[src/design/csls_pkg.sv]
// shared constants, codes and fixed-point helpers of the cholesky solver
package csls_pkg;

  localparam int MAX_ORDER  = 16;
  localparam int EMIT_BOUND = (MAX_ORDER < 16) ? MAX_ORDER : 16;
  localparam int ORDER_W    = $clog2(MAX_ORDER);
  localparam int CNT_W      = $clog2(EMIT_BOUND);
  localparam int ADDR_W     = 2 * ORDER_W;
  localparam int MAT_DEPTH  = 1 << ADDR_W;
  localparam int NUM_W      = 49;
  localparam int RAD_W      = 48;
  localparam int ROOT_W     = 24;

  typedef enum logic [1:0] {
    CMD_LOAD_MAT = 2'd0,
    CMD_LOAD_VEC = 2'd1,
    CMD_SOLVE    = 2'd2,
    CMD_NONE     = 2'd3
  } cmd_e;

  localparam logic signed [63:0] SMAX64 = 64'sh0000_0000_7fff_ffff;
  localparam logic signed [63:0] SMIN64 = 64'shffff_ffff_8000_0000;
  localparam logic signed [31:0] SMAX32 = 32'sh7fff_ffff;
  localparam logic signed [31:0] SMIN32 = 32'sh8000_0000;

  // saturate a wide signed value to q16.16
  function automatic logic signed [31:0] sat32(input logic signed [63:0] x);
    if (x > SMAX64) return SMAX32;
    if (x < SMIN64) return SMIN32;
    return x[31:0];
  endfunction

  // round a raw 64-bit product back to q16.16
  function automatic logic signed [31:0] qmul(input logic signed [63:0] p);
    logic signed [63:0] t;
    t = (p + 64'sd32768) >>> 16;
    return sat32(t);
  endfunction

  function automatic logic [ADDR_W-1:0] addr_of(input logic [CNT_W-1:0] r,
                                                input logic [CNT_W-1:0] c);
    return {ORDER_W'(r), ORDER_W'(c)};
  endfunction

  // last index of the solved system from the size register
  function automatic logic [CNT_W-1:0] order_m1(input logic [4:0] size);
    if (size == 5'd0) return '0;
    if (int'(size) > EMIT_BOUND) return CNT_W'(EMIT_BOUND - 1);
    return CNT_W'(size - 5'd1);
  endfunction

endpackage

[src/design/csls_sqrt.sv]
// integer square root, one root bit per cycle
module csls_sqrt (
  input  logic                       clk_i,
  input  logic                       rst_ni,
  input  logic                       start_i,
  input  logic [csls_pkg::RAD_W-1:0]  rad_i,
  output logic                       done_o,
  output logic [csls_pkg::ROOT_W-1:0] root_o
);

  localparam int CW = $clog2(csls_pkg::ROOT_W);

  logic                        busy_q;
  logic                        done_q;
  logic [CW-1:0]               cnt_q;
  logic [csls_pkg::RAD_W-1:0]  rad_q;
  logic [25:0]                 rem_q;
  logic [csls_pkg::ROOT_W-1:0] root_q;
  logic [27:0]                 rem_sh;
  logic [27:0]                 trial;
  logic                        fits;

  assign rem_sh = {rem_q, rad_q[csls_pkg::RAD_W-1 -: 2]};
  assign trial  = 28'({root_q, 2'b01});
  assign fits   = (rem_sh >= trial);

  always_ff @(posedge clk_i or negedge rst_ni) begin
    if (!rst_ni) begin
      busy_q <= 1'b0;
      done_q <= 1'b0;
      cnt_q  <= '0;
      rad_q  <= '0;
      rem_q  <= '0;
      root_q <= '0;
    end else begin
      done_q <= 1'b0;
      if (start_i) begin
        busy_q <= 1'b1;
        cnt_q  <= CW'(csls_pkg::ROOT_W - 1);
        rad_q  <= rad_i;
        rem_q  <= '0;
        root_q <= '0;
      end else if (busy_q) begin
        rad_q  <= {rad_q[csls_pkg::RAD_W-3:0], 2'b00};
        rem_q  <= fits ? 26'(rem_sh - trial) : 26'(rem_sh);
        root_q <= {root_q[csls_pkg::ROOT_W-2:0], fits};
        if (cnt_q == '0) begin
          busy_q <= 1'b0;
          done_q <= 1'b1;
        end else begin
          cnt_q <= cnt_q - 1'b1;
        end
      end
    end
  end

  assign done_o = done_q;
  assign root_o = root_q;

endmodule

[config.mk]
export PLATFORM = sky130hd
export DESIGN_NAME = csls_sqrt
export DESIGN_NICKNAME = d
export VERILOG_FILES = /design/src/design/csls_pkg.sv /design/src/design/csls_sqrt.sv
export SDC_FILE = /design/constraint.sdc
export NUM_CORES = 1
export LEC_CHECK = 0
export BUFFER_PORTS_ARGS = -buffer_cell sky130_fd_sc_hd__buf_4
export CAP_MARGIN = 20
export CORE_MARGIN = 2
export CORE_UTILIZATION = 40
export CTS_BUF_LIST = sky130_fd_sc_hd__clkbuf_8
export DETAILED_ROUTE_END_ITERATION = 8
export HOLD_SLACK_MARGIN = 0.02
export PLACE_DENSITY = 0.59
export RECOVER_POWER = 25
export SLEW_MARGIN = 20
export SYNTH_ARGS = -nofsm -noshare
export SYNTH_HDL_FRONTEND = slang
export SYNTH_SLANG_ARGS = --single-unit
[constraint.sdc]
create_clock -name clk_i -period 3.5 [get_ports clk_i]
set_input_delay 0.875 -clock clk_i [delete_from_list [all_inputs] [get_ports clk_i]]
set_output_delay 0.875 -clock clk_i [all_outputs]
set_load 0.03 [all_outputs]
==> results.json <==
{
  "die_w_um": 129,
  "num-nets-final": 814,
  "syn2layout_area_growth_pct": 13.8,
  "tightest_slew_ns": 1.36,
  "setup_ws_ns": 0.569,
  "numCtsBuffers": 9,
  "async_flop_share": 1.00,
  "synth_edf_count": 0,
  "overflow": 0,
  "diodes": 0,
  "worstSetupPathType": "register to register",
  "hp-class": "register to register",
  "clock_latency_ns": 0.40,
  "ant_nets": 0,
  "rows": 45,
  "pre_cts_ws_ns": 0.587,
  "slew_headroom": 0.0962,
  "antenna_found_initial": 0,
  "syn_area_per_cell_sq_um": 9.16,
  "initial_utilization": 0.408,
  "maxCapViolCount": 0,
  "drc": 0,
  "post-route-period-util": 0.837,
  "drive_gt1_frac": 0.155,
  "cts_htree_levels": 3,
  "cp.required_ns": 3.81,
  "synth_seq_area_share": 0.423,
  "vias": 4900,
  "synth_cell_types": 56,
  "fin_crit_ns": 2.93,
  "status": "finished clean",
  "yosys_warnings": 0,
  "vdd_drop_max_v": 0.000332,
  "start_kind": "register",
  "slew_violations": 0,
  "dp_hpwl_mm": 9.99,
  "fin_tns_setup_ns": 0,
  "syn_nets": 757,
  "synthTopCellsByCount": "nand2_1 (111), dfrtp_1 (105), mux2i_1 (71)",
  "synth_top_area_frac": 0.423,
  "ctsResizeCount": 0,
  "grt_pass1_wl_mm": 23.9,
  "max_clock_freq_mhz": 341,
  "routed_wirelength_mm": 14.0,
  "grt_max_degree": 60,
  "clk_path_buf_depth": 2,
  "fin_skew_ns": 0.0183,
  "setup_violations": 0,
  "post_synth_instance_area_sq_mm": 0.00621,
  "ys.flop_type": "dfrtp_1",
  "clock_sink_count": 105,
  "hold_violations": 0,
  "die_y_um": 129,
  "synth_top_area_cell": "dfrtp_1",
  "synth_seq_cells": 105,
  "synth_area_leaders": "dfrtp_1 (42%), mux2i_1 (11%), nand2_1 (6.7%)",
  "syn_inst": 678,
  "post-cts-setup-buffers": 0,
  "gp_congestion": 0.905,
  "postCtsHoldBufs": 0,
  "dieArea_sq_mm": 0.0165,
  "wl_per_cell_um": 15.0,
  "yosysMostFrequentCell": "nand2_1",
  "cts_tree": "done",
  "grt_pass1_vias": 4984,
  "fillers": 1504,
  "arrival_ns": 3.25,
  "core_area_sq_mm": 0.0152,
  "power_leakage_nw": 3.71,
  "io-pin-count": 76,
  "powerDensity_mw_per_mm2": 695,
  "crit_fanout": 20,
  "rsz0062_at_grt": "false",
  "track_usage": 0.179,
  "drt_pass1_iterations": 4,
  "crit_path_end_kind": "register",
  "cts-root-buf": "clkbuf_8",
  "path_clk_slew_ns": 0.11,
  "drt_iter0_drc": 274,
  "portBuffers": 75,
  "viasPerCell": 5.28
}
flip-flops by register name, summed over array words and instances, names as in the netlist:
register,flops
rad_q,48
rem_q,26
root_o,24
cnt_q,5
busy_q,1
done_o,1
logic make-up after synthesis:
family                     after synthesis  share of synthesized area
buffers and inverters                   73                     0.0570
and+or+nand+nor                        210                      0.143
adders and majority gates               28                     0.0564
DFF                                    105                      0.423
xor gates and xnor gates                23                     0.0325
muxes                                   71                      0.114
AOI/OAI and AO/OA                      168                      0.173
worst paths after layout:
path                           start    endpoint  slack [ns]  depth (start not counted)
max                        root_o[7]   rem_q[23]        0.57                         11
min                         cnt_q[4]    cnt_q[4]        0.54                          2
max reg2reg                root_o[7]   rem_q[23]        0.57                         11
min reg2reg                 cnt_q[4]    cnt_q[4]        0.54                          2
max in group asynchronous     rst_ni  root_o[17]        1.65                          2
min in group asynchronous     rst_ni   root_o[6]        0.76                          1
cell usage in the layout (no fill, tap or decap), drive strengths merged, types with 5 or more instances in the layout:
cell type and count:
a211oi 7, a21o 9, a21oi 35, a311oi 18
and3 6, buf 84, clkbuf 10, dfrtp 105
ha 28, inv 39, mux2i 71, nand2 111
nand3 5, nand4 5, nor2 58, nor3 11
o211ai 5, o21ai 67, xnor2 13, xor2 10
power by group:
group | internal (mW) | leakage (nW) | switching, mW | total (mW)
Clock | 0.338 | 0.106 | 0.445 | 0.783
Combinational | 1.13 | 2.27 | 1.48 | 2.61
Sequential | 1.39 | 1.33 | 0.136 | 1.52
Total | 2.86 | 3.71 | 2.06 | 4.91
per-layer routing:
metal / vias to the layer above / wire length, um / global-route usage
li1: 2481 / - / -
met5: - / 0 / 0
met2: 115 / 6560 / 0.298
met3: 16 / 633 / 0.0424
met1: 2288 / 6560 / 0.231
met4: 0 / 214 / 0.0588
worst max-delay path: stages, from the launching register on:
cell and delay, ns:
dfrtp_1 0.41, inv_1 0.06, ha_1 0.39, a21oi_1 0.09
o21ai_0 0.36, a21oi_1 0.08, a21oi_1 0.19, o211ai_2 0.15
and2_1 0.29, buf_12 0.21, or3b_1 0.39, a311oi_2 0.24
layout make-up:
cell class	count	area [sq um]	area share
clock buffers	9	124	0.0175
clock inverters	7	73.8	0.0104
inverters	34	128	0.0181
multi-input cells	500	3230	0.457
flip-flops and latches	105	2630	0.372
well taps	188	235	0.0333
repair buffers	85	648	0.0917
through the flow:
step,utilization,hold slack (ns),area (sq um),power [mW],std cells
after floorplan,-,0.481,6210,3.54,678
after detailed placement,0.452,0.513,6870,4.14,912
after CTS,0.465,0.530,7070,4.95,928
after global placement,0.452,0.505,6870,4.12,912
after global routing,0.465,0.567,7070,5.35,928
final,0.465,0.540,7070,4.91,928
Note: power is estimated with default switching activity, not from simulation.
