==> src/design/csls_pkg.sv <==
// shared constants, codes and fixed-point helpers of the cholesky solver
package csls_pkg;

  localparam int MAX_ORDER  = 16;
  localparam int EMIT_BOUND = (MAX_ORDER < 16) ? MAX_ORDER : 16;
  localparam int ORDER_W    = $clog2(MAX_ORDER);
  localparam int CNT_W      = $clog2(EMIT_BOUND);
  localparam int ADDR_W     = 2 * ORDER_W;
  localparam int MAT_DEPTH  = 1 << ADDR_W;
  localparam int NUM_W      = 49;
  localparam int RAD_W      = 48;
  localparam int ROOT_W     = 24;

  typedef enum logic [1:0] {
    CMD_LOAD_MAT = 2'd0,
    CMD_LOAD_VEC = 2'd1,
    CMD_SOLVE    = 2'd2,
    CMD_NONE     = 2'd3
  } cmd_e;

  localparam logic signed [63:0] SMAX64 = 64'sh0000_0000_7fff_ffff;
  localparam logic signed [63:0] SMIN64 = 64'shffff_ffff_8000_0000;
  localparam logic signed [31:0] SMAX32 = 32'sh7fff_ffff;
  localparam logic signed [31:0] SMIN32 = 32'sh8000_0000;

  // saturate a wide signed value to q16.16
  function automatic logic signed [31:0] sat32(input logic signed [63:0] x);
    if (x > SMAX64) return SMAX32;
    if (x < SMIN64) return SMIN32;
    return x[31:0];
  endfunction

  // round a raw 64-bit product back to q16.16
  function automatic logic signed [31:0] qmul(input logic signed [63:0] p);
    logic signed [63:0] t;
    t = (p + 64'sd32768) >>> 16;
    return sat32(t);
  endfunction

  function automatic logic [ADDR_W-1:0] addr_of(input logic [CNT_W-1:0] r,
                                                input logic [CNT_W-1:0] c);
    return {ORDER_W'(r), ORDER_W'(c)};
  endfunction

  // last index of the solved system from the size register
  function automatic logic [CNT_W-1:0] order_m1(input logic [4:0] size);
    if (size == 5'd0) return '0;
    if (int'(size) > EMIT_BOUND) return CNT_W'(EMIT_BOUND - 1);
    return CNT_W'(size - 5'd1);
  endfunction

endpackage

==> src/design/csls_div.sv <==
// restoring divider, one quotient bit per cycle
module csls_div (
  input  logic                      clk_i,
  input  logic                      rst_ni,
  input  logic                      start_i,
  input  logic [csls_pkg::NUM_W-1:0] num_i,
  input  logic [31:0]               den_i,
  output logic                      done_o,
  output logic [csls_pkg::NUM_W-1:0] quo_o
);

  localparam int CW = $clog2(csls_pkg::NUM_W);

  logic                       busy_q;
  logic                       done_q;
  logic [CW-1:0]              cnt_q;
  logic [31:0]                rem_q;
  logic [31:0]                den_q;
  logic [csls_pkg::NUM_W-1:0] quo_q;
  logic [32:0]                rem_sh;
  logic                       fits;

  assign rem_sh = {rem_q, quo_q[csls_pkg::NUM_W-1]};
  assign fits   = (rem_sh >= {1'b0, den_q});

  always_ff @(posedge clk_i or negedge rst_ni) begin
    if (!rst_ni) begin
      busy_q <= 1'b0;
      done_q <= 1'b0;
      cnt_q  <= '0;
      rem_q  <= '0;
      den_q  <= '0;
      quo_q  <= '0;
    end else begin
      done_q <= 1'b0;
      if (start_i) begin
        busy_q <= 1'b1;
        cnt_q  <= CW'(csls_pkg::NUM_W - 1);
        rem_q  <= '0;
        den_q  <= den_i;
        quo_q  <= num_i;
      end else if (busy_q) begin
        rem_q <= fits ? 32'(rem_sh - {1'b0, den_q}) : rem_sh[31:0];
        quo_q <= {quo_q[csls_pkg::NUM_W-2:0], fits};
        if (cnt_q == '0) begin
          busy_q <= 1'b0;
          done_q <= 1'b1;
        end else begin
          cnt_q <= cnt_q - 1'b1;
        end
      end
    end
  end

  assign done_o = done_q;
  assign quo_o  = quo_q;

endmodule

==> config.mk <==
export PLATFORM = sky130hd
export DESIGN_NAME = csls_div
export DESIGN_NICKNAME = d
export VERILOG_FILES = /design/src/design/csls_pkg.sv /design/src/design/csls_div.sv
export SDC_FILE = /design/constraint.sdc
export NUM_CORES = 1
export LEC_CHECK = 0
export ABC_AREA = 1
export BUFFER_PORTS_ARGS = -buffer_cell sky130_fd_sc_hd__buf_2
export CAP_MARGIN = 20
export CORE_MARGIN = 3
export CORE_UTILIZATION = 35
export CTS_CLUSTER_SIZE = 30
export DETAILED_ROUTE_END_ITERATION = 8
export PLACE_DENSITY_LB_ADDON = 0.12
export SETUP_SLACK_MARGIN = 0.15
export SKIP_LAST_GASP = 1
export SYNTH_ARGS = -nofsm -noshare
export SYNTH_HDL_FRONTEND = slang
export SYNTH_SLANG_ARGS = --single-unit
==> constraint.sdc <==
create_clock -name clk_i -period 4.55 [get_ports clk_i]
set_clock_uncertainty 0.05 [all_clocks]
set_input_delay 0.455 -clock clk_i [delete_from_list [all_inputs] [get_ports clk_i]]
set_output_delay 0.455 -clock clk_i [all_outputs]
set_load 0.03 [all_outputs]
==> impl_metrics.py, run 1 <==
metrics = {
    "status": {
        "status": "finished clean",
    },
    "yosys": {
        "synthTopCellsByCount": "nand2_1 (470), inv_1 (220), dfrtp_1 (121)",
        "yosys-top-cells-area": "dfrtp_1 (38%), nand2_1 (22%), inv_1 (10%)",
        "ys_ff_latch": 121,
        "yosys_warnings": 0,
        "synth_most_common_cell": "nand2_1",
        "syn_area_um2": 7970,
        "syn_inst": 1169,
        "ys_seq_area_share_pct": 38.0,
        "ys.flop_type": "dfrtp_1",
        "synth_top_area_cell": "dfrtp_1",
        "async_flop_share_pct": 100,
        "synth_edf_count": 0,
        "synth_nets": 1288,
        "yosysTopAreaCellShare_pct": 38.0,
        "synth.distinct_cells": 37,
        "syn_area_per_cell_um2": 6.82,
    },
    "worst_setup_path": {
        "arrival_ns": 3.14,
        "criticalPathCategory": "flip-flop to flip-flop",
        "crit_required_ns": 4.81,
        "cp_common_cell": "nand2_1",
        "slowest_stage": "nand2_2",
        "critPathMaxStageDelay_ns": 0.50,
        "startpoint_type": "flip-flop",
        "ff2ff_path_depth": 15,
        "critPathCaptureType": "flip-flop",
        "reg2reg_slack_ns": 1.67,
        "r2r-end": "rem_q[21]",
        "reg2reg_from": "rem_q[7]",
        "path_cells": "ha_1, nand2_1, inv_2, nand2_1, nand2_1, inv_1, nand3_2, nand2_2, nand2_2, nand2_2, nand2_8, nand2_2, nand2_1, nand2_1, nand2_1",
        "crit_fanout": 33,
    },
    "timing": {
        "layout_setup_ws_ns": 1.67,
        "worst_slew_pin_slew_ns": 0.895,
        "min_period_over_period_pct": 63.2,
        "slew_headroom_pct": 40.3,
        "fmax_ghz": 0.348,
        "rsz0062_at_grt": "false",
        "maxSlewViolCount": 0,
        "setup_violations": 0,
        "tns_ns": 0,
        "hold-worst-slack_ns": 0.0670,
        "finalHoldViolations": 0,
        "fin_crit_ns": 2.88,
    },
    "floorplanning": {
        "core.rowCount": 54,
        "die_h_um": 157,
        "die_x_um": 157,
        "dieArea_um2": 24600,
        "io_pins": 134,
        "core_area_um2": 22100,
        "start_util_pct": 36.1,
    },
    "pwr": {
        "powerDensity_nw_per_um2": 561,
        "p_leak_nw": 5.45,
        "finalPower_mw": 5.33,
        "ir_worst_vdd_v": 0.000280,
    },
    "cts": {
        "clock_latency_ns": 0.42,
        "clockBufferDepth": 2,
        "clock-sinks": 121,
        "postCtsHoldBufs": 0,
        "clk_pin_slew_ns": 0.07,
        "numCtsBuffers": 17,
        "cts_tree": "yes",
        "root_buffer": "clkbuf_16",
        "post-cts-setup-buffers": 0,
        "htree_levels": 4,
        "cts_resized": 0,
    },
    "global_route": {
        "grt_overflow_total": 0,
        "antenna_found_initial": 2,
        "grt_max_degree": 95,
        "track_usage_pct": 18.5,
        "grt_first_pass_wirelength_mm": 36.6,
        "grt_pass1_vias": 7300,
    },
    "job": {
        "max_cap_viol_count": 0,
    },
    "worst_hold_path": {
        "hold_path.class": "input port to asynchronous set/reset pin",
    },
    "placed_design": {
        "hpwlAfterDp_mm": 16.4,
        "dp_slack_ns": 1.68,
        "io_buffers": 133,
        "gp_congestion": 0.911,
        "dp_cells": 1553,
        "dpl_cell_area_um2": 8870,
    },
    "cells_and_area": {
        "diodes": 0,
        "drive_gt1_share_pct": 14.9,
        "n_fill_cell": 2345,
        "syn_to_final_growth_pct": 19.0,
        "fin_area_um2": 9490,
        "layout.nets": 1411,
        "finalNonFillerCells": 1585,
        "fin_util_pct": 43.0,
    },
    "routing": {
        "ant_nets": 0,
        "wirelength_mm": 22.2,
        "drt_iter0_markers": 400,
        "vias_per_cell": 4.63,
        "dr.pass1.iters": 4,
        "wl_per_cell_um": 14.0,
        "vias": 7335,
        "drc_errors": 0,
    },
}
==> placed cells by master (no fill, tap or decap), types with 3 or more instances in the layout <==
master     synthesis  layout
nand4_1           11      11
nor2_1            40      39
bufinv_16          0       3
and2_1             5       5
o221ai_1          42      42
ha_1              34      34
inv_6              0       5
xnor2_1            7       7
a21oi_1           18      18
clkbuf_16          0      17
buf_4              1       7
dfrtp_1          121     121
nand2_2            7       7
nand2_1          470     470
o21ai_0           36      36
o211ai_1           4       4
buf_2              7     131
nand3_1           66      66
nor2_2             7       8
xor2_1             7       7
inv_1            220     220
nand3b_1          18      18
nor3_1             4       4
inv_2              4       4
==> per-layer routing <==
metal	global-route usage [%]	vias to the layer above	wire, µm
met3	5.14	25	1390
met5	0	-	29
met2	29.3	154	9680
li1	-	3874	-
met1	24.8	3278	10700
met4	5.17	4	369
==> layout make-up <==
class	count	area (µm²)	share of cell area, %
inverters	225	845	8.90
multi-input cells	788	3930	41.4
repair buffers	139	719	7.58
clock buffers	18	429	4.52
clock inverters	14	186	1.96
flip-flops and latches	121	3030	31.9
well taps	280	350	3.69
==> logic make-up after synthesis <==
family / count (synthesis) / synth area share [%]
and+or+nand+nor: 635 / 33.4
buffers and inverters: 260 / 12.7
DFF: 121 / 38.0
AOI/OAI and AO/OA: 104 / 8.74
adders and majority gates: 35 / 5.59
xor gates and xnor gates: 14 / 1.54
==> sequential cells by signal, summed over array words and instances, names as in the netlist <==
name	flops
quo_o	49
den_q	32
busy_q	1
done_o	1
rem_q	32
cnt_q	6
==> report_power, final <==
group | switching, mW | internal [mW]
logic | 1.64 | 0.843
clock network | 0.575 | 0.879
registers | 0.122 | 1.27
==> worst max-delay path, delay by kind of cell, from the launching register on <==
kind	cells	cell delay (ns)
fa+ha+maj	1	0.36
buf+inv	2	0.12
flops	1	0.39
simple gates	12	1.82
==> worst max path at each step <==
stage,slack [ns],start,to,depth (start not counted)
after floorplan,2.39,quo_o[48],rem_q[16],15
after global placement,1.73,rem_q[7],rem_q[31],15
after detailed placement,1.68,rem_q[7],rem_q[25],15
after CTS,1.66,rem_q[7],rem_q[29],15
after global routing,1.39,rem_q[7],rem_q[27],15
final,1.67,rem_q[7],rem_q[21],15
(Power assumes the default switching activity.)
==> run 2, diff against run 1 <==
==> constraint.sdc (replaced) <==
create_clock -name clk_i -period 3 [get_ports clk_i]
set_clock_uncertainty 0.05 [all_clocks]
set_input_delay 0.3 -clock clk_i [delete_from_list [all_inputs] [get_ports clk_i]]
set_output_delay 0.3 -clock clk_i [all_outputs]
set_load 0.03 [all_outputs]
==> run 2 against run 1 <==
Against the previous run:
- clock-buffer cell count unchanged
- global-route usage up 0.56 points
- wire length up 1.1%
==> impl_metrics.py, run 2 (synthesized netlist as in run 1, its figures left out) <==
metrics = {
    "status": {
        "status": "finished clean",
    },
    "floorplanning": {
        "core_area_um2": 22100,
        "die_h_um": 157,
        "die_x_um": 157,
        "core.rowCount": 54,
        "dieArea_um2": 24600,
        "start_util_pct": 36.1,
        "io_pins": 134,
    },
    "pwr": {
        "p_int_mw": 4.68,
        "finalPower_mw": 8.27,
        "powerDensity_nw_per_um2": 862,
        "ir_worst_vdd_v": 0.000502,
        "swShare_pct": 43.5,
        "p_leak_nw": 5.51,
        "p_switching_mw": 3.60,
        "seqPwrFrac_pct": 25.4,
        "p_comb_share_pct": 46.6,
        "power.share.clock_pct": 28.0,
    },
    "worst_setup_path": {
        "slowest_stage": "dfrtp_1",
        "cp_common_cell": "nand2_1",
        "path_cells": "ha_1, nand2_1, nor2_1, nand2_1, nor2_2, nand2_1, nor2_4, nor2_4, nand2_8, nand2_2, nand2_1, nand2_1, nand2_1",
        "crit_fanout": 33,
        "critPathLaunch": "rem_q[8]",
        "startpoint_type": "flip-flop",
        "worst-path-buf-inv": 0,
        "worst_path_dominant_cell_family": "simple AND/OR/NAND/NOR gates",
        "criticalPathCategory": "flip-flop to flip-flop",
        "arrival_ns": 2.91,
        "critPathCaptureType": "flip-flop",
        "critPathMaxStageDelay_ns": 0.40,
        "crit_required_ns": 3.31,
        "reg2reg_from": "rem_q[8]",
    },
    "timing": {
        "setup_violations": 0,
        "maxSlewViolCount": 0,
        "fmax_ghz": 0.384,
        "rsz0062_at_grt": "false",
        "slew_headroom_pct": 49.8,
        "tns_ns": 0,
        "min_period_over_period_pct": 86.8,
        "finalHoldViolations": 0,
        "fin_crit_ns": 2.60,
        "worst_slew_pin_slew_ns": 0.753,
        "layout_setup_ws_ns": 0.396,
    },
    "cts": {
        "clk_pin_slew_ns": 0.07,
        "cts_tree": "yes",
        "clock-sinks": 121,
        "root_buffer": "clkbuf_16",
        "clock_latency_ns": 0.43,
        "numCtsBuffers": 17,
        "htree_levels": 4,
        "cts_resized": 0,
        "clockBufferDepth": 2,
    },
    "global_route": {
        "grt_pass1_vias": 7539,
        "grt_overflow_total": 0,
        "track_usage_pct": 19.1,
        "antenna_found_initial": 3,
        "grt_max_degree": 79,
        "grt_first_pass_wirelength_mm": 37.9,
    },
    "cells_and_area": {
        "diodes": 0,
        "mostFrequentLayoutCell": "nand2_1",
        "multi_input_area_um2": 3940,
        "layout_common_cells": "nand2_1 (470), inv_1 (220), buf_2 (131), dfrtp_1 (121), nand3_1 (66)",
        "regArea_um2": 3030,
        "layout.nets": 1421,
        "largest_reg_flops": 49,
        "drive_gt1_share_pct": 15.6,
        "syn_to_final_growth_pct": 20.4,
        "n_fill_cell": 2364,
        "fin_area_um2": 9600,
    },
    "routing": {
        "dr.pass1.iters": 5,
        "drt_iter0_markers": 339,
        "wirelength_mm": 22.4,
        "vias_per_cell": 4.71,
        "wl_per_cell_um": 14.0,
        "vias": 7505,
        "ant_nets": 0,
        "drc_errors": 0,
    },
    "worst_hold_path": {
        "hold_path.class": "input port to flip-flop",
        "hp-start": "num_i[25]",
    },
    "placed_design": {
        "hpwlAfterDp_mm": 16.6,
        "gp_congestion": 0.967,
        "dp_slack_ns": 0.113,
        "io_buffers": 133,
        "dpl_cell_area_um2": 8910,
    },
    "job": {
        "max_cap_viol_count": 0,
    },
}
## run 2: worst paths after layout
check | endpoint | slack, ns | cells after the start
max | rem_q[25] | 0.40 | 13
min in group asynchronous | den_q[9] | 0.38 | 2
max reg2reg | rem_q[25] | 0.40 | 13
min reg2reg | cnt_q[3] | 0.42 | 1
max in group asynchronous | quo_o[26] | 1.80 | 3
min | quo_o[25] | 0.03 | 3
## run 2: per-stage QoR
stage	hold WS [ns]	std cells	utilization (%)
floorplan	-0.0456	1169	-
global placement	0.286	1558	40.3
detailed placement	0.285	1558	40.3
CTS	0.00744	1592	43.4
global route	0.0231	1595	43.5
finish	0.0258	1595	43.5
## run 2: layout make-up
| type | count | share of cell area [%] |
|---|---|---|
| Clock buffer | 18 | 4.57 |
| Clock inverter | 14 | 2.19 |
| Inverter | 225 | 8.80 |
| Multi-Input combinational cell | 789 | 41.0 |
| Sequential cell | 121 | 31.5 |
| Tap cell | 280 | 3.65 |
| Timing Repair Buffer | 148 | 8.22 |
## run 2: per-layer routing
metal | wire [µm] | GRT usage (%) | up-vias
met4 | 403 | 5.38 | 6
met2 | 9890 | 30.6 | 189
li1 | - | - | 3892
met1 | 10500 | 24.8 | 3387
met3 | 1590 | 5.99 | 31
met5 | 46 | 0 | -
## run 2: power groups by stage
stage	clock network [mW]	logic [mW]	registers [mW]
global placement	0	3.79	2.12
detailed placement	0	3.79	2.12
floorplan	0	2.79	2.23
CTS	2.37	3.84	2.10
finish	2.32	3.85	2.10
global route	2.45	4.43	2.14
## run 2: worst min-delay path: cells and delay by family
family          cells  cell delay [ns]
compound gates      1             0.05
buf+inv             1             0.07
simple gates        1             0.04
## run 2: timing repair
item                       in CTS  in global routing
hold buffers                    1                  0
hold endpoints to repair       58                  0
pin swaps                       1                  1
setup buffers                   0                  3
setup endpoints to repair       8                 15
gates cloned                    1                  0
